==> config.mk <==
export PLATFORM = sky130hd
export DESIGN_NAME = lpvp_sqrt_cell
export DESIGN_NICKNAME = d
export VERILOG_FILES = /design/src/rtl/assert_macros.svh /design/src/rtl/lpvp_pkg.sv /design/src/rtl/lpvp_sqrt_cell.sv
export SDC_FILE = /design/constraint.sdc
export NUM_CORES = 1
export LEC_CHECK = 0
export ABC_CLOCK_PERIOD_IN_PS = 3740
export BUFFER_PORTS_ARGS = -buffer_cell sky130_fd_sc_hd__buf_2
export CAP_MARGIN = 20
export CORE_MARGIN = 5
export CORE_UTILIZATION = 45
export DETAILED_ROUTE_END_ITERATION = 12
export MAX_ROUTING_LAYER = met4
export PLACE_DENSITY = 0.75
export SYNTH_ARGS = -nofsm -noshare
export SYNTH_HDL_FRONTEND = slang
export SYNTH_SLANG_ARGS = --single-unit
==> constraint.sdc <==
create_clock -name clk -period 3.74 [get_ports clk]
set_clock_uncertainty 0.1 [all_clocks]
set_input_delay 0.748 -clock clk [delete_from_list [all_inputs] [get_ports clk]]
set_output_delay 0.748 -clock clk [all_outputs]
set_load 0.01 [all_outputs]
==> src/rtl/assert_macros.svh <==
// Assertion macros for the point projection block.
// Used by the top level only; expects clk and rst in scope.
`ifndef ASSERT_MACROS_SVH
`define ASSERT_MACROS_SVH

// same-cycle implication
`define LPVP_ASSERT_IMP(lbl, ante, cons, msg) \
  lbl: assert property (@(posedge clk) disable iff (rst) (ante) |-> (cons)) \
    else $error(msg);

// next-cycle implication
`define LPVP_ASSERT_NXT(lbl, ante, cons, msg) \
  lbl: assert property (@(posedge clk) disable iff (rst) (ante) |=> (cons)) \
    else $error(msg);

`endif

==> src/rtl/lpvp_pkg.sv <==
// Shared types, constants and functions for the lidar point projection.
// No dependencies.
package lpvp_pkg;

  localparam int BIRD_SIZE     = 1000;
  localparam int VIEW_COLS     = 1125;
  localparam int VIEW_ROWS     = 32;
  localparam int HEIGHT_SLICES = 8;

  localparam int HALF_MM  = 50000;
  localparam int LOW_Z_MM = -3000;
  localparam int TOP_Z_MM = 1000;

  localparam int CORDIC_STEPS = 17;
  localparam int CW           = 27;  // CORDIC datapath width
  localparam int AW           = 18;  // angle width, 2^-16 rad units
  localparam int NW           = 37;  // view numerator width

  localparam int SQ_RAD_W  = 50;
  localparam int SQ_ROOT_W = SQ_RAD_W / 2;
  localparam int SQ_REM_W  = SQ_ROOT_W + 2;
  localparam int SQ_STEPS  = SQ_ROOT_W;

  // reciprocal multipliers, exact over the value ranges used
  localparam int BIRD_RECIP  = 167773;     // 2^24 / 100
  localparam int SLICE_RECIP = 33555;      // 2^24 / 500
  localparam int LVL_RECIP   = 273804210;  // 255 * 2^32 / 4000
  localparam int RNG_RECIP   = 67109;      // 2^26 / 1000
  localparam int COL_RECIP   = 52429;      // 2^19 / 10
  localparam int ROW_RECIP   = 16778;      // 2^21 / 125

  typedef logic signed [17:0]         coord_t;
  typedef logic signed [CW-1:0]       cw_t;
  typedef logic signed [AW-1:0]       ang_t;
  typedef logic signed [NW-1:0]       num_t;
  typedef logic [SQ_RAD_W-1:0]        rad_t;
  typedef logic [SQ_ROOT_W-1:0]       root_t;
  typedef logic [SQ_REM_W-1:0]        rem_t;

  typedef struct packed {
    logic        inb;
    logic [9:0]  brow;
    logic [9:0]  bcol;
    logic [2:0]  slice;
    logic        back;
    logic [7:0]  lvl;
    logic        zero_a;
    logic        zero_e;
    cw_t         z256;
    ang_t        ang_a;
    ang_t        ang_e;
    logic [7:0]  rng;
    num_t        num_a;
    num_t        num_e;
    logic [11:0] qa;
    logic [8:0]  qe;
    logic        neg_a;
    logic        neg_e;
    logic [10:0] col;
    logic [4:0]  row;
  } side_t;

  // atan(2^-i) * 65536, rounded
  function automatic ang_t atan_step(input logic [4:0] i);
    ang_t a;
    case (i)
      5'd0:    a = 18'sd51472;
      5'd1:    a = 18'sd30386;
      5'd2:    a = 18'sd16055;
      5'd3:    a = 18'sd8150;
      5'd4:    a = 18'sd4091;
      5'd5:    a = 18'sd2047;
      5'd6:    a = 18'sd1024;
      5'd7:    a = 18'sd512;
      5'd8:    a = 18'sd256;
      5'd9:    a = 18'sd128;
      5'd10:   a = 18'sd64;
      5'd11:   a = 18'sd32;
      5'd12:   a = 18'sd16;
      5'd13:   a = 18'sd8;
      5'd14:   a = 18'sd4;
      5'd15:   a = 18'sd2;
      5'd16:   a = 18'sd1;
      default: a = '0;
    endcase
    return a;
  endfunction

  // BIRD_SIZE - ceil((c + 50 m) / 0.1 m), clamped; c within the box
  // (c on the far negative face gives BIRD_SIZE, clamped to the last cell)
  function automatic logic [9:0] bird_idx(input coord_t c);
    logic [16:0] t;
    logic [34:0] p;
    logic [10:0] q;
    t = 17'(c + 18'sd50099);
    p = 35'(t) * 35'(BIRD_RECIP);
    q = p[34:24];
    return (q >= 11'(BIRD_SIZE)) ? 10'd0 :
           (q == '0) ? 10'(BIRD_SIZE - 1) : 10'(11'(BIRD_SIZE) - q);
  endfunction

endpackage

==> src/rtl/lpvp_sqrt_cell.sv <==
// One digit of a pipelined integer square root: two radicand bits in, one root bit out.
// Depends on lpvp_pkg.
module lpvp_sqrt_cell (
  input  logic            clk,
  input  logic            en,
  input  lpvp_pkg::rad_t  rad_in,
  input  lpvp_pkg::rem_t  rem_in,
  input  lpvp_pkg::root_t root_in,
  output lpvp_pkg::rad_t  rad_out,
  output lpvp_pkg::rem_t  rem_out,
  output lpvp_pkg::root_t root_out
);
  localparam int RW = lpvp_pkg::SQ_REM_W + 2;

  logic [RW-1:0] rw;
  logic [RW-1:0] trial;
  logic          fit;

  assign rw    = {rem_in, rad_in[lpvp_pkg::SQ_RAD_W-1 -: 2]};
  assign trial = {2'b00, root_in, 2'b01};
  assign fit   = rw >= trial;

  always_ff @(posedge clk) begin
    if (en) begin
      rad_out <= {rad_in[lpvp_pkg::SQ_RAD_W-3:0], 2'b00};
      if (fit) begin
        rem_out  <= lpvp_pkg::SQ_REM_W'(rw - trial);
        root_out <= {root_in[lpvp_pkg::SQ_ROOT_W-2:0], 1'b1};
      end else begin
        rem_out  <= rw[lpvp_pkg::SQ_REM_W-1:0];
        root_out <= {root_in[lpvp_pkg::SQ_ROOT_W-2:0], 1'b0};
      end
    end
  end
endmodule

Yosys cells after proc, flatten, opt, wreduce, memory -nomap -nowiden
Cells that the tools add are included.

Output and inout bits: 102. Register bits: 100. Word-level logic and storage cells: 7. Input port bits: 104.

Multiplexer cells: 2. Magnitude comparators: 1. Add/subtract/negate cells: 1.

Operator list (number): 29-bit by 27-bit >= comparator with 1-bit output (1); 27-bit 2-to-1 mux (1); 27-bit subtractor (1); 1-bit 2-to-1 mux (1).

Logic depth before layout (Yosys ltp)
Word-level depth: 2. Mapped depth: 13. Depth with buffers taken out: 10.

Worst setup path before layout
OpenSTA, ideal clock, no wires.

Kind: input to register. Start point: input root_in[1]. End point: register rem_out[10], data pin. Stages: 12. Buffers on the path: 2. Required time: 3.380 ns. Path slack: 0.361 ns. Arrival time: 3.019 ns. Cells stage by stage: inv_1 ha_1 nor3_1 a211oi_2 a31oi_4 o311ai_4 nor2_4 o211ai_2 a2111o_1 buf_6 buf_12 mux2_4.

Word-level cells in the longest chain between the ends: 2. Elaborated cells on any way between the ends: 3. Those cells by class: add/sub: 1; order compare: 1; mux: 1.

Ends and longest elaborated chain: start, declared (RTL line lpvp_sqrt_cell.sv:8) `input lpvp_pkg::root_t root_in,`; 27-bit subtractor / 29-bit by 27-bit >= comparator with 1-bit output (equally long branches) (RTL line lpvp_sqrt_cell.sv:27, lpvp_sqrt_cell.sv:21); 27-bit 2-to-1 mux * (RTL line lpvp_sqrt_cell.sv:26) `if (fit) begin`; end signal, assigned (RTL line lpvp_sqrt_cell.sv:27) `rem_out <= lpvp_pkg::SQ_REM_W'(rw - trial);`; end signal, assigned (RTL line lpvp_sqrt_cell.sv:30) `rem_out <= rw[lpvp_pkg::SQ_REM_W-1:0];`; end, declared (RTL line lpvp_sqrt_cell.sv:10) `output lpvp_pkg::rem_t rem_out,`.

Every way passes the cells marked *; elsewhere a longest branch is shown, timed or not. A chain may end at the register's enable or synchronous reset.

Final worst setup path
Start point: input root_in[2]. End point: register rem_out[5], data pin.

The elaborated chain is that of the path after synthesis.

==> flow_summary.json <==
{
  "fin_crit_ps": 3250,
  "synthArstFlopShare_pct": 0,
  "arrival_ps": 3240,
  "gp_congestion": 0.863,
  "synth_top_area_cell": "edfxtp_1",
  "initial_core_util_pct": 46.2,
  "path_cells": "buf_2 -> inv_1 -> ha_1 -> nor2_1 -> a211oi_2 -> a31oi_4 -> o311ai_4 -> nor2_4 -> o211ai_2 -> a2111o_1 -> buf_12 -> mux2_2",
  "die_x_um": 116,
  "die_area_um2": 13400,
  "drt-pass1-iter-count": 4,
  "synth_cell_type_count": 54,
  "core_area_um2": 10900,
  "area_growth_pct": 30.3,
  "max_stage_delay_ps": 390,
  "viasPerCell": 5.04,
  "wl_per_cell_um": 16.6,
  "cts_root_buf": "clkbuf_16",
  "synthXorXnorAreaFrac_pct": 3.82,
  "p_clk_share_pct": 31.4,
  "power_w": 0.00299,
  "synth_top_family_by_area": "compound AO/OA/AOI/OAI gates",
  "cts_tree": "built",
  "drv_cap": 0,
  "vias": 3718,
  "cts_hold_buf": 0,
  "setup_tns_ps": 0,
  "setup.worst_path.start": "root_in[2]",
  "ys_top_cells_by_area": "edfxtp_1 (59%), ha_1 (6.7%), mux2_4 (5.1%)",
  "first_iter_violations": 225,
  "max-clock-path-buffers": 2,
  "synth.avg_cell_area_um2": 13.5,
  "status": "finished, final reports clean",
  "grt_max_degree": 58,
  "power_switching_w": 0.000782,
  "cp_slowest_cell": "o311ai_4",
  "instances_no_fill": 738,
  "p_per_area_nw_per_um2": 455,
  "nets": 724,
  "io_pins": 206,
  "synth-simple-area-share_pct": 7.06,
  "ys.flop_type": "edfxtp_1",
  "place_area_um2": 6280,
  "combPwrFrac_pct": 21.9,
  "slew_violations": 0,
  "seqPwrFrac_pct": 46.7,
  "synth_cells": 375,
  "yosys-mux-area-fraction_pct": 7.24,
  "cts-resized-gates": 0,
  "rsz0062_at_grt": "no",
  "period_share_pct": 86.9,
  "p_int_w": 0.00221,
  "dp_hpwl_um": 9750,
  "h-tree-depth": 3,
  "final_hold_viol_count": 0,
  "fillers": 902,
  "yosysTopAreaCellShare_pct": 59.5,
  "critPathKind": "in -> reg",
  "die_h_um": 116,
  "synth_compound_area_share_pct": 11.0,
  "fin_area_um2": 6580,
  "drc": 0,
  "crit_required_ps": 3730,
  "cts.sinks": 100,
  "whs_path_depth": 1,
  "synth_common_cells": "edfxtp_1 (100), inv_1 (34), ha_1 (27)",
  "antenna_cells": 0,
  "startpoint_type": "primary input",
  "path_max_fanout": 19,
  "grt.overflow.total": 0,
  "ys_seq_elements": 100,
  "postCtsSetupRepairBufs": 0,
  "sw_frac_of_total_pct": 26.1,
  "max_slew_margin_pct": 62.5,
  "hold-path-endpoint": "rad_out[7]",
  "antenna_found_initial": 0,
  "final_util_pct": 60.1,
  "fmax_mhz": 308,
  "portBuffers": 203,
  "syn_area_um2": 5050,
  "grt_use_total_pct": 18.5,
  "cts_buffers": 9,
  "grt_pass1_vias": 3802,
  "yosysWarnings": 0,
  "dpl.cell_count": 722,
  "antenna_left": 0,
  "synthAdderAreaFrac_pct": 6.69,
  "ir_drop_mv": 0.255,
  "synth-seq-area-share_pct": 59.5,
  "min_from": "rad_in[5]",
  "synth_edf_count": 100,
  "grt_pass1_wl_um": 18900,
  "hp-class": "in -> reg",
  "finalSetupViolCount": 0,
  "final_layout_size_suffix_gt1_share_pct": 45.3,
  "total_leakage_power_nw": 3.01,
  "clk_pin_slew_ps": 70,
  "row_count": 38,
  "synth_most_common_cell": "edfxtp_1",
  "worst_pin_slew_ps": 563,
  "drt-total-wl_um": 12200,
  "end_kind": "flip-flop"
}
## flip-flops by register name, indices dropped and copies added, names as in the netlist
signal    flops
root_out     25
rad_out      48
rem_out      27
## area by class of cell
class / instances / area, µm² / share of cell area, %
tap: 140 / 175 / 2.66
multi-input combinational: 230 / 1810 / 27.6
sequential: 100 / 3000 / 45.7
clock inverter: 6 / 71.3 / 1.08
timing repair buffer: 218 / 1160 / 17.6
inverter: 34 / 128 / 1.94
clock buffer: 10 / 229 / 3.48
## per-stage QoR
step,hold WS [ps],setup WS [ps]
floorplan,747,361
global placement,824,166
detailed placement,827,103
CTS,465,462
global route,459,353
finish,477,491
## worst max-delay path: cells and delay by family
kind / cells / cell delay [ps]
compound gates: 5 / 1300
buf+inv: 3 / 330
simple gates: 2 / 140
mux: 1 / 360
fa+ha+maj: 1 / 360
## cells by family after synthesis
kind of cell               Yosys count
DFF                                100
AOI/OAI and AO/OA                   81
and+or+nand+nor                     71
buffers and inverters               46
adders and majority gates           27
muxes                               27
xor gates and xnor gates            22
other                                1
## how the worst max path moves through the flow
stage	to	slack [ps]	depth (start not counted)
3_5_place_dp	rem_out[5]	100	12
2_1_floorplan	rem_out[10]	360	12
5_1_grt	rem_out[5]	350	12
3_3_place_gp	rem_out[2]	170	12
6_report	rem_out[5]	490	12
4_1_cts	rem_out[5]	460	12
## power groups by stage
stage | clock network, W | logic, W | registers, W
6_report | 0.000939 | 0.000655 | 0.00140
4_1_cts | 0.000970 | 0.000666 | 0.00140
3_3_place_gp | 0 | 0.000650 | 0.00142
3_5_place_dp | 0 | 0.000662 | 0.00142
5_1_grt | 0.00102 | 0.000722 | 0.00141
2_1_floorplan | 0 | 0.000325 | 0.00149
## routing by layer
metal  wire, µm  global-route usage [%]  part of all wire (%)
met5          0                       -                     0
met4        236                    6.26                   1.9
met3       1090                    4.28                   8.9
met1       4880                    21.9                    40
met2       6010                    31.1                    49
## cells in the final DEF (no fill, tap or decap), drive strengths merged, types with 10 or more instances in the layout
cell type / synthesis / routed
xnor2: 11 / 11
nand2: 20 / 20
a21oi: 26 / 26
clkbuf: 1 / 10
mux2: 25 / 25
inv: 34 / 36
edfxtp: 100 / 100
buf: 11 / 218
nor2: 15 / 15
ha: 27 / 27
xor2: 11 / 11
o21ai: 19 / 19
Note: power is estimated with default switching activity, not from simulation.
