==> config.mk <==
export PLATFORM = sky130hd
export DESIGN_NAME = lpvp_cordic_cell
export DESIGN_NICKNAME = d
export VERILOG_FILES = /design/src/rtl/assert_macros.svh /design/src/rtl/lpvp_pkg.sv /design/src/rtl/lpvp_cordic_cell.sv
export SDC_FILE = /design/constraint.sdc
export NUM_CORES = 1
export LEC_CHECK = 0
export CAP_MARGIN = 20
export CORE_MARGIN = 2
export CORE_UTILIZATION = 65
export CTS_CLUSTER_DIAMETER = 50
export CTS_CLUSTER_SIZE = 24
export DETAILED_ROUTE_END_ITERATION = 8
export DONT_BUFFER_PORTS = 1
export PLACE_DENSITY_LB_ADDON = 0.1
export SETUP_SLACK_MARGIN = 0.02
export SYNTH_ARGS = -nofsm -noshare
export SYNTH_HDL_FRONTEND = slang
export SYNTH_SLANG_ARGS = --single-unit
==> constraint.sdc <==
create_clock -name clk -period 14.6 [get_ports clk]
set_input_delay 0.73 -clock clk [delete_from_list [all_inputs] [get_ports clk]]
set_output_delay 0.73 -clock clk [all_outputs]
set_load 0.01 [all_outputs]
==> src/rtl/assert_macros.svh <==
// Assertion macros for the point projection block.
// Used by the top level only; expects clk and rst in scope.
`ifndef ASSERT_MACROS_SVH
`define ASSERT_MACROS_SVH

// same-cycle implication
`define LPVP_ASSERT_IMP(lbl, ante, cons, msg) \
  lbl: assert property (@(posedge clk) disable iff (rst) (ante) |-> (cons)) \
    else $error(msg);

// next-cycle implication
`define LPVP_ASSERT_NXT(lbl, ante, cons, msg) \
  lbl: assert property (@(posedge clk) disable iff (rst) (ante) |=> (cons)) \
    else $error(msg);

`endif

==> src/rtl/lpvp_pkg.sv <==
// Shared types, constants and functions for the lidar point projection.
// No dependencies.
package lpvp_pkg;

  localparam int BIRD_SIZE     = 1000;
  localparam int VIEW_COLS     = 1125;
  localparam int VIEW_ROWS     = 32;
  localparam int HEIGHT_SLICES = 8;

  localparam int HALF_MM  = 50000;
  localparam int LOW_Z_MM = -3000;
  localparam int TOP_Z_MM = 1000;

  localparam int CORDIC_STEPS = 17;
  localparam int CW           = 27;  // CORDIC datapath width
  localparam int AW           = 18;  // angle width, 2^-16 rad units
  localparam int NW           = 37;  // view numerator width

  localparam int SQ_RAD_W  = 50;
  localparam int SQ_ROOT_W = SQ_RAD_W / 2;
  localparam int SQ_REM_W  = SQ_ROOT_W + 2;
  localparam int SQ_STEPS  = SQ_ROOT_W;

  // reciprocal multipliers, exact over the value ranges used
  localparam int BIRD_RECIP  = 167773;     // 2^24 / 100
  localparam int SLICE_RECIP = 33555;      // 2^24 / 500
  localparam int LVL_RECIP   = 273804210;  // 255 * 2^32 / 4000
  localparam int RNG_RECIP   = 67109;      // 2^26 / 1000
  localparam int COL_RECIP   = 52429;      // 2^19 / 10
  localparam int ROW_RECIP   = 16778;      // 2^21 / 125

  typedef logic signed [17:0]         coord_t;
  typedef logic signed [CW-1:0]       cw_t;
  typedef logic signed [AW-1:0]       ang_t;
  typedef logic signed [NW-1:0]       num_t;
  typedef logic [SQ_RAD_W-1:0]        rad_t;
  typedef logic [SQ_ROOT_W-1:0]       root_t;
  typedef logic [SQ_REM_W-1:0]        rem_t;

  typedef struct packed {
    logic        inb;
    logic [9:0]  brow;
    logic [9:0]  bcol;
    logic [2:0]  slice;
    logic        back;
    logic [7:0]  lvl;
    logic        zero_a;
    logic        zero_e;
    cw_t         z256;
    ang_t        ang_a;
    ang_t        ang_e;
    logic [7:0]  rng;
    num_t        num_a;
    num_t        num_e;
    logic [11:0] qa;
    logic [8:0]  qe;
    logic        neg_a;
    logic        neg_e;
    logic [10:0] col;
    logic [4:0]  row;
  } side_t;

  // atan(2^-i) * 65536, rounded
  function automatic ang_t atan_step(input logic [4:0] i);
    ang_t a;
    case (i)
      5'd0:    a = 18'sd51472;
      5'd1:    a = 18'sd30386;
      5'd2:    a = 18'sd16055;
      5'd3:    a = 18'sd8150;
      5'd4:    a = 18'sd4091;
      5'd5:    a = 18'sd2047;
      5'd6:    a = 18'sd1024;
      5'd7:    a = 18'sd512;
      5'd8:    a = 18'sd256;
      5'd9:    a = 18'sd128;
      5'd10:   a = 18'sd64;
      5'd11:   a = 18'sd32;
      5'd12:   a = 18'sd16;
      5'd13:   a = 18'sd8;
      5'd14:   a = 18'sd4;
      5'd15:   a = 18'sd2;
      5'd16:   a = 18'sd1;
      default: a = '0;
    endcase
    return a;
  endfunction

  // BIRD_SIZE - ceil((c + 50 m) / 0.1 m), clamped; c within the box
  // (c on the far negative face gives BIRD_SIZE, clamped to the last cell)
  function automatic logic [9:0] bird_idx(input coord_t c);
    logic [16:0] t;
    logic [34:0] p;
    logic [10:0] q;
    t = 17'(c + 18'sd50099);
    p = 35'(t) * 35'(BIRD_RECIP);
    q = p[34:24];
    return (q >= 11'(BIRD_SIZE)) ? 10'd0 :
           (q == '0) ? 10'(BIRD_SIZE - 1) : 10'(11'(BIRD_SIZE) - q);
  endfunction

endpackage

==> src/rtl/lpvp_cordic_cell.sv <==
// One vectoring CORDIC iteration, registered; the step index selects shift and angle.
// Depends on lpvp_pkg.
module lpvp_cordic_cell (
  input  logic           clk,
  input  logic           en,
  input  logic [4:0]     step,
  input  lpvp_pkg::cw_t  x_in,
  input  lpvp_pkg::cw_t  y_in,
  input  lpvp_pkg::ang_t z_in,
  output lpvp_pkg::cw_t  x_out,
  output lpvp_pkg::cw_t  y_out,
  output lpvp_pkg::ang_t z_out
);
  lpvp_pkg::cw_t  dx;
  lpvp_pkg::cw_t  dy;
  lpvp_pkg::ang_t da;

  assign dx = y_in >>> step;
  assign dy = x_in >>> step;
  assign da = lpvp_pkg::atan_step(step);

  always_ff @(posedge clk) begin
    if (en) begin
      if (!y_in[lpvp_pkg::CW-1]) begin
        x_out <= x_in + dx;
        y_out <= y_in - dy;
        z_out <= z_in + da;
      end else begin
        x_out <= x_in - dx;
        y_out <= y_in + dy;
        z_out <= z_in - da;
      end
    end
  end
endmodule
==> Yosys cells after proc, flatten, opt, wreduce, memory -nomap -nowiden <==
Memories as Yosys holds them, arrays and structs flattened.
Cells that the tools add are included.
{ "op_classes": {"addsub": 6, "shifts": 2, "muxes": 3} }
{ "op_table": {"columns": ["operator", "count"], "rows": [
  ["$add A27 B27 Y27", 2],
  ["$mux W27", 2],
  ["$sshr A27 B5 Y27", 2],
  ["$sub A27 B27 Y27", 2],
  ["$add A18 B18 Y18", 1],
  ["$mux W18", 1],
  ["$sub A18 B18 Y18", 1]
]} }
{ "word_totals": {"out_inout_bits": 72, "ff_bits": 72, "input_bits": 79, "rom_bits": 512, "wordCells": 15, "mem_count": 1} }
{ "mem_list": {"columns": ["name", "depth", "width", "rd", "rd_ports_with_merged_regs", "wr", "line_no", "text"], "rows": [
  ["(name not given)", 32, 16, 1, 0, 0, "lpvp_pkg.sv:66", "case (i)"]
]} }

==> Longest topological paths before layout <==
Gate-level depths: netlist of the first run.
{ "depth": {"word_depth": 3, "depth_mapped": 26} }

==> Least setup slack after synthesis of the first run <==
OpenSTA, ideal clock, no wires.
{ "synth_path": {"path_kind": "input to register", "from": "input port step[2]", "to": "register x_out[25], data pin", "t_arrival_ns": 5.356, "cell_stages": 22, "setup_time_ns": 0.258, "setup_slack_ns": 8.987, "n_path_buf": 4, "cell_sequence": "buf_2 buf_2 buf_2 mux4_2 mux2i_1 nor2_1 or3_1 or3b_1 buf_2 nor3_1 and2_1 nor4_1 a211o_1 ha_1 a21o_1 a21o_1 o2bb2ai_1 a41o_1 a2111oi_0 o21bai_1 a21oi_1 xnor2_1"} }
{ "synth_between": {"elab_chain_len": 3, "elab_cells_between_ends": 4, "classes_between": "add/sub: 2; shift: 1; mux: 1"} }
{ "synth_lines": {"columns": ["item", "line_no", "text"], "rows": [
  ["start, declared", "lpvp_cordic_cell.sv:6", "input logic [4:0] step,"],
  ["$sshr A27 B5 Y27 (*)", "lpvp_cordic_cell.sv:18", "assign dx = y_in >>> step;"],
  ["$add A27 B27 Y27 / $sub A27 B27 Y27 (equally long branches)", "lpvp_cordic_cell.sv:25, lpvp_cordic_cell.sv:29", null],
  ["$mux W27 (*)", "lpvp_cordic_cell.sv:24", "if (!y_in[lpvp_pkg::CW-1]) begin"],
  ["end signal, assigned", "lpvp_cordic_cell.sv:25", "x_out <= x_in + dx;"],
  ["end signal, assigned", "lpvp_cordic_cell.sv:29", "x_out <= x_in - dx;"],
  ["end, declared", "lpvp_cordic_cell.sv:10", "output lpvp_pkg::cw_t x_out,"]
]} }
Mark *: on every way between the ends. The rest lies on a longest branch, timed or not.
A chain may end at the register's enable or synchronous reset.

==> Worst setup path after layout of the first run <==
{ "layout_path": {"from": "input port step[4]", "to": "register x_out[25], data pin"} }
The elaborated chain is that of the path after synthesis.

==> results of run 1 <==
[power by group]
group	total, W	switching [W]	internal [W]
Sequential	0.000352	0.0000439	0.000308
Combinational	0.000472	0.000258	0.000214
Clock	0.000214	0.0000996	0.000115
Total	0.00104	0.000401	0.000637
[registers in the layout, summed over array words and instances, names as in the netlist]
register  cells
z_out        18
y_out        27
x_out        27
[critical path, cell delays in order]
cell       delay, ps
clkinv_1          30
buf_4            240
nand2_1          620
nor3_1           220
or3_1            470
or3b_1           540
nor3_1           360
and2_1           230
nor4_1            50
a211o_1          240
ha_1             350
a21o_1           180
a21o_1           220
o2bb2ai_1        130
a41o_1           270
a2111oi_0        510
o21bai_1         170
a21oi_1          190
xnor2_1           80
[worst min path at each step]
stage                     startpoint        end  slack (ps)  cells after the start
after global placement            en  y_out[19]         850                      0
after global routing              en  y_out[21]         470                      0
final                             en  y_out[19]         480                      0
after detailed placement          en  y_out[20]         850                      0
after CTS                         en  y_out[19]         470                      0
after floorplan                   en   x_out[0]         840                      0
[final cells by class]
| class | instances | area, sq um |
|---|---|---|
| Clock buffer | 9 | 225.2 |
| Clock inverter | 7 | 47.55 |
| Fill cell | 1362 | 5384 |
| Inverter | 46 | 172.7 |
| Multi-Input combinational cell | 1002 | 8125 |
| Sequential cell | 72 | 2162 |
| Tap cell | 220 | 275.3 |
| Timing Repair Buffer | 2 | 15.01 |
[through the flow]
| step | std cells | hold slack [ps] | setup slack, ps |
|---|---|---|---|
| 2_1_floorplan | 1184 | 842.5 | 8987 |
| 3_3_place_gp | 1342 | 848.0 | 8592 |
| 3_5_place_dp | 1342 | 850.0 | 8588 |
| 4_1_cts | 1358 | 474.9 | 8968 |
| 5_1_grt | 1358 | 472.7 | 8498 |
| 6_report | 1358 | 478.9 | 8847 |
[per-layer routing]
metal | part of all wire | up-vias | routed length (um)
met3 | 0.10 | 77 | 3145
met2 | 0.45 | 539 | 13450
met5 | 0 | - | 0
li1 | - | 4441 | -
met4 | 0.043 | 0 | 1294
met1 | 0.41 | 4518 | 12250
[logic make-up (layout without fill, tap and decap cells)]
group	count (synthesis)	after routing	synth area share
muxes	121	121	0.1845
buffers and inverters	110	64	0.04717
and+or+nand+nor	345	345	0.1646
DFF	72	72	0.2003
adders and majority gates	86	86	0.1018
xor gates and xnor gates	108	108	0.08831
AOI/OAI and AO/OA	342	342	0.2135
[cells in the final DEF, fill, tap and decap left out, drive strengths merged, types with 18 or more instances in the layout]
| cell | count |
|---|---|
| a21oi | 95 |
| nand2 | 93 |
| nor2 | 90 |
| ha | 83 |
| edfxtp | 72 |
| xnor2 | 69 |
| mux4 | 55 |
| o21ai | 48 |
| inv | 44 |
| mux2i | 40 |
| xor2 | 39 |
| mux2 | 26 |
| a21o | 24 |
| nor3 | 24 |
| o22ai | 22 |
| a211oi | 21 |
| nand3 | 20 |
| nor2b | 18 |
==> impl_metrics.yaml, run 1 <==
synthesis:
  synth_area_sq_mm: 0.01080
  yosysWarnings: 0
  yosysTopAreaCell: "edfxtp_1"
  synth.avg_cell_area_sq_um: 9.119
  synth_commonest_cells: "a21oi_1 (95), nand2_1 (93), nor2_1 (90)"
  ys.flop_type: "edfxtp_1"
  synth-seq-cells: 72
  synth_most_common_cell: "a21oi_1"
  ys_types: 89
  syn_inst: 1184
  async_flop_share: 0
  synth_edf_count: 72
  netlist.area_leader.share: 0.2003
  syn_nets: 1349
  synth_area_leaders: "edfxtp_1 (20%), mux4_2 (10%), ha_1 (9.6%)"
  yosysSeqAreaShare: 0.2003
die:
  die_area_sq_mm: 0.01766
  die_y_um: 132.9
  dieWidth_um: 132.9
  rows: 47
  start_util: 0.6580
  placeableCoreArea_sq_mm: 0.01641
  io_pins: 151
sta:
  timing.slew.headroom: 0.3214
  fin_crit_ps: 5753
  slew_viol_final: 0
  tightest_slew_ps: 1010
  hold_viol: 0
  rsz0062_at_grt: "no"
  timing.fmax_mhz: 173.8
  fin_crit_sh: 0.3940
  setup_viol_count_final: 0
  fin_setup_tns_ps: 0
drt:
  vias: 9575
  drt_pre_antenna_iters: 6
  drc: 0
  routed_wl_mm: 30.14
  wl_per_cell_um: 22.19
  vias_per_cell: 7.051
  drtAntennaViolNets: 0
  drt_iter0_markers: 1272
global_routing:
  grt_pass1_vias: 8615
  grt_util_met2: 0.5161
  grt_busiest_layer: "met2"
  overflow: 0
  use_met1: 0.4630
  antenna_found_initial: 0
  grtUsageTotal: 0.3403
  grt_pass1_wl_mm: 47.59
  grt_max_degree: 100
  use_met3: 0.07701
placed_design:
  placed_area_sq_mm: 0.01075
  gp_congestion: 0.9942
  io_buffer_count: 0
  hpwl_mm: 22.56
power_and_ir_drop:
  ir_worst_vdd_v: 0.00006151
  p_leak_nw: 4.241
  pwr_density_cell_mw_per_mm2: 94.18
  p_total_w: 0.001038
cells_and_area:
  synthToLayoutAreaGrowth_pct: 2.098
  design_area_sq_mm: 0.01102
  nets: 1298
  post_route_cells_drive_above_1_share: 0.1107
  n_antenna_cell: 0
  fin_util: 0.6719
worst_setup_path:
  endpoint: "x_out[25]"
  crit_start: "step[4]"
  crit_arrival_ps: 5870
  crit_type: "primary input to flop"
  path_max_fanout: 54
  cp-end-kind: "flop"
  crit_required_ps: 14720
  crit_path_start_kind: "primary input"
min_path:
  min_path_type: "primary input to flop"
cts:
  cts_tree: "done"
  cts_buffers: 9
  clockRootBuffer: "clkbuf_16"
  clockBufferDepth: 2
  cts_resized: 0
  hold_buffers: 0
  post_cts.repair.setup_buffers: 0
  clk_pin_slew_worst_paths_ps: 60
  cts_sinks: 72
  htreeDepth: 3
outcome:
  status: "complete, no violations"
job:
  max-cap-violations: 0
Note: power is estimated with default switching activity, not from simulation.
==> run 2, diff against run 1 <==
clock period = 5.4 ns   (was 14.6 ns; I/O delays follow)
==> run 2 against run 1 <==
Effect of this change:
- critical path depth down 1
- first-iteration DRC count is 6.2% higher
- cell count is 2.1% higher
- global-route usage up 1.4 points
- clock-buffer cell count increased by 1
- worst setup slack got worse by 8600 ps
- largest cell class unchanged
==> impl_metrics.yaml, run 2 (synthesis results as in run 1) <==
power_and_ir_drop:
  p_comb_frac: 0.450
  intPower_w: 0.001842
  sw_frac_of_total: 0.3714
  ir_worst_vdd_v: 0.0001732
  seqPwrFrac: 0.325
  pwr_density_cell_mw_per_mm2: 259.6
  p_leak_nw: 4.419
  clock_power_share: 0.225
  p_switching_w: 0.001088
  p_total_w: 0.002931
drt:
  met2_length_mm: 14.79
  drc: 0
  wl_met1_mm: 12.59
  routed_wl_mm: 31.40
  drt_iter0_markers: 1351
  vias: 9710
  wl_met3_mm: 3.139
  top_layer: "met4"
  vias_per_cell: 7.001
  wl_per_cell_um: 22.64
  drt_pre_antenna_iters: 8
  drtAntennaViolNets: 0
outcome:
  status: "complete, no violations"
cells_and_area:
  final_common_cell: "a21oi_1"
  n_fill_cell: 1341
  top_regs: "x_out x27, y_out x27, z_out x18"
  synthToLayoutAreaGrowth_pct: 4.554
  n_antenna_cell: 0
  fin_util: 0.6880
  nets: 1328
  post_route_cells_drive_above_1_share: 0.1328
  final_cell_mix: "a21oi_1 (95), nand2_1 (93), nor2_1 (90), ha_1 (83), edfxtp_1 (72)"
worst_setup_path:
  crit_required_ps: 5510
  crit_type: "primary input to flop"
  path_max_fanout: 80
  cp-end-kind: "flop"
  cpMostUsedCell: "a21o_1"
  cp_cell_sequence: "nor4_1, mux2i_1, a222oi_1, a2111oi_0, nand4bb_1, nor3_1, a21oi_1, xor2_1, ha_1, a21o_1, a21o_1, a211o_1, a2111oi_1, buf_4, o31ai_1, o211ai_1, o21ai_0, xnor2_1"
  crit_arrival_ps: 5280
  crit_path_start_kind: "primary input"
  cp_slowest_cell: "nor4_1"
  crit_family: "compound AO/OA/AOI/OAI gates"
  crit_buf_inv: 1
  critPathMaxStageDelay_ps: 490
cts:
  post_cts.repair.setup_buffers: 0
  clockBufferDepth: 2
  htreeDepth: 3
  hold_buffers: 0
  clk_pin_slew_worst_paths_ps: 60
  cts_sinks: 72
  cts_buffers: 9
  cts_tree: "done"
  clockRootBuffer: "clkbuf_16"
  cts_resized: 0
sta:
  fin_crit_ps: 5169
  tightest_slew_ps: 869.8
  slew_viol_final: 0
  hold_viol: 0
  fin_crit_sh: 0.9573
  timing.slew.headroom: 0.4183
  rsz0062_at_grt: "no"
  setup_viol_count_final: 0
  timing.fmax_mhz: 193.4
global_routing:
  grt_pass1_wl_mm: 49.62
  grt_max_degree: 100
  overflow: 0
  antenna_found_initial: 0
  grt_pass1_vias: 9073
  grtUsageTotal: 0.3545
die:
  placeableCoreArea_sq_mm: 0.01641
  dieWidth_um: 132.9
  die_y_um: 132.9
  rows: 47
  die_area_sq_mm: 0.01766
  start_util: 0.6580
  io_pins: 151
job:
  max-cap-violations: 0
placed_design:
  io_buffer_count: 0
  hpwl_mm: 23.41
  gp_congestion: 1.015
min_path:
  min_path_type: "primary input to flop"
==> run 2: cell types whose count changed in the layout (fill, tap and decap cells not counted), sizes merged <==
cell / change
buf: +30
clkinvlp: -4
bufinv: +2
clkbuf: +1
clkinv: +1
inv: -1
==> run 2: worst paths after layout <==
kind / start / endpoint / slack, ps / cells past startpoint
setup / recovery: step[0] / y_out[26] / 230 / 18
hold / removal: en / y_out[19] / 20 / 0
==> run 2: power by group through the flow <==
stage / clock [W] / sequential, W / combinational (W)
after floorplan: 0 / 0.000951 / 0.00108
after global placement: 0 / 0.000965 / 0.00126
after detailed placement: 0 / 0.000967 / 0.00129
after CTS: 0.000664 / 0.000957 / 0.00130
after global routing: 0.000689 / 0.000966 / 0.00145
final: 0.000659 / 0.000954 / 0.00132
==> run 2: routing by layer <==
layer / global-route usage / vias to the layer above
li1: - / 4511
met1: 0.4730 / 4577
met2: 0.5714 / 556
met3: 0.07241 / 66
met4: 0.1326 / 0
met5: 0 / -
==> run 2: layout make-up <==
class | count | area, sq um | share of cell area
clock buffers | 10 | 229.0 | 0.02028
clock inverters | 5 | 82.58 | 0.007315
inverters | 46 | 172.7 | 0.01530
multi-input cells | 1002 | 8127 | 0.7199
flip-flops and latches | 72 | 2162 | 0.1915
well taps | 220 | 275.3 | 0.02438
repair buffers | 32 | 240.2 | 0.02128
==> run 2: per-stage QoR <==
stage                     worst slack, ps  TNS, ps  instance area [sq um]  hold slack (ps)  cells
after floorplan                     246.9        0                  10800            382.5   1184
after global placement             -10.48   -10.48                  10980            387.9   1372
after detailed placement           -24.67   -24.67                  10980            389.9   1372
after CTS                           310.9        0                  11290            22.28   1387
after global routing                20.26        0                  11290            16.94   1387
final                               230.6        0                  11290            23.16   1387
==> run 3, diff against run 2 <==
CORE_UTILIZATION = 48   (was 65)
TNS_END_PERCENT = 5   (was default)
==> run 3 against run 2 <==
Effect of this change:
- sequential share of layout area shrank 0.22 points
- cell area rose by 1.1%
- combinational power about the same
- sequential power is essentially flat
- power hardly changed
- clock-buffer cell count is the same
- cell count increased by 4.9%
- wire length up 3.3%
- largest cell class unchanged
- largest power group unchanged
==> impl_metrics.yaml, run 3 (synthesis results as in run 1) <==
outcome:
  status: "complete, no violations"
power_and_ir_drop:
  p_comb_frac: 0.449
  intPower_w: 0.001850
  p_switching_w: 0.001079
  p_leak_nw: 4.448
  sw_frac_of_total: 0.3685
  p_total_w: 0.002929
  ir_worst_vdd_v: 0.0001474
  pwr_density_cell_mw_per_mm2: 256.6
  seqPwrFrac: 0.326
  clock_power_share: 0.225
sta:
  fin_crit_sh: 0.9045
  tightest_slew_ps: 821.8
  setup_viol_count_final: 0
  hold_viol: 0
  fin_setup_tns_ps: 0
  timing.fmax_mhz: 204.7
  slew_viol_final: 0
  timing.slew.headroom: 0.4521
  whs_ps: 30.86
  rsz0062_at_grt: "no"
  fin_crit_ps: 4884
cts:
  htreeDepth: 3
  cts_sinks: 72
  clockBufferDepth: 2
  cts_resized: 0
  clockRootBuffer: "clkbuf_16"
  cts_tree: "done"
  post_cts.repair.setup_buffers: 0
  hold_buffers: 0
  clk_pin_slew_worst_paths_ps: 70
  cts_buffers: 9
die:
  die_y_um: 154.0
  rows: 54
  die_area_sq_mm: 0.02371
  dieWidth_um: 154.0
  io_pins: 151
  start_util: 0.4917
  placeableCoreArea_sq_mm: 0.02196
worst_setup_path:
  cp-end-kind: "flop"
  crit_type: "primary input to flop"
  crit_path_start_kind: "primary input"
  crit_arrival_ps: 4990
  path_max_fanout: 80
  crit_required_ps: 5500
drt:
  drtAntennaViolNets: 0
  wl_per_cell_um: 22.29
  vias: 9594
  vias_per_cell: 6.594
  routed_wl_mm: 32.43
  drt_iter0_markers: 946
  drt_pre_antenna_iters: 5
  drc: 0
min_path:
  holdPathEnd: "x_out[26]"
  min_path_type: "primary input to flop"
  min_from: "en"
  whs_path_depth: 0
global_routing:
  antenna_found_initial: 0
  grt_pass1_wl_mm: 50.45
  grtUsageTotal: 0.2689
  grt_pass1_vias: 8899
  grt_max_degree: 100
  overflow: 0
cells_and_area:
  synthToLayoutAreaGrowth_pct: 5.748
  top_regs: "x_out x27, y_out x27, z_out x18"
  n_antenna_cell: 0
  n_fill_cell: 2015
  final_common_cell: "a21oi_1"
  fin_util: 0.5199
  nets: 1335
  post_route_cells_drive_above_1_share: 0.1379
  final_cell_mix: "a21oi_1 (95), nand2_1 (93), nor2_1 (90), ha_1 (83), edfxtp_1 (72)"
placed_design:
  hpwl_mm: 24.42
  gp_congestion: 0.9473
  io_buffer_count: 0
job:
  max-cap-violations: 0
## run 3: cell count changes in the layout (fill, tap and decap cells not counted)
cell and delta:
buf_4 +7, clkinv_4 -2, clkinvlp_4 +2, clkinv_1 +1
## run 3: how the worst max path moves through the flow
stage                        from        end  slack, ps  cells past startpoint
after global routing      step[0]  y_out[26]         80                     18
after detailed placement  step[0]  y_out[26]        130                     18
final                     step[0]  y_out[26]        520                     18
after CTS                 step[0]  y_out[26]        450                     18
after global placement    step[0]  x_out[25]        240                     19
after floorplan           step[2]  x_out[25]        250                     22
## run 3: critical path: stages
cell and delay [ps]:
mux4_1 580, mux2i_4 300, o221ai_1 240, a2111oi_0 470, nand4bb_1 350, nor3_1 350
a21oi_1 120, xor2_1 220, ha_1 270, a21o_1 170, a21o_1 170, a211o_1 310
a2111oi_1 420, buf_4 190, o31ai_1 70, o211ai_1 150, o21ai_0 150, xnor2_1 140
## run 3: final cells by class
class	instances	area, sq um	share of cell area
multi-input combinational	1002	8127	0.7118
sequential	72	2162	0.1894
tap	280	350.3	0.03068
timing repair buffer	39	292.8	0.02564
clock buffer	10	229.0	0.02005
inverter	46	172.7	0.01512
clock inverter	6	83.83	0.007342
## run 3: through the flow
stage,cells,instance area (sq um),worst slack (ps)
final,1455,11420,515.8
after global routing,1455,11420,76.38
after CTS,1455,11420,453.8
after detailed placement,1439,11100,131.2
after global placement,1439,11100,238.5
after floorplan,1184,10800,246.9
## run 3: power by group through the flow
stage | sequential (W) | combinational (W) | clock (W)
floorplan | 0.000951 | 0.00108 | 0
global placement | 0.000968 | 0.00129 | 0
detailed placement | 0.000969 | 0.00130 | 0
CTS | 0.000959 | 0.00131 | 0.000677
global route | 0.000968 | 0.00146 | 0.000692
finish | 0.000954 | 0.00132 | 0.000660
## run 3: routing by layer
layer,vias to the layer above,track usage,share of wire
met5,-,0,0
met4,0,0.09168,0.033
met3,69,0.07582,0.097
met2,471,0.4177,0.45
met1,4536,0.3609,0.42
li1,4518,-,-
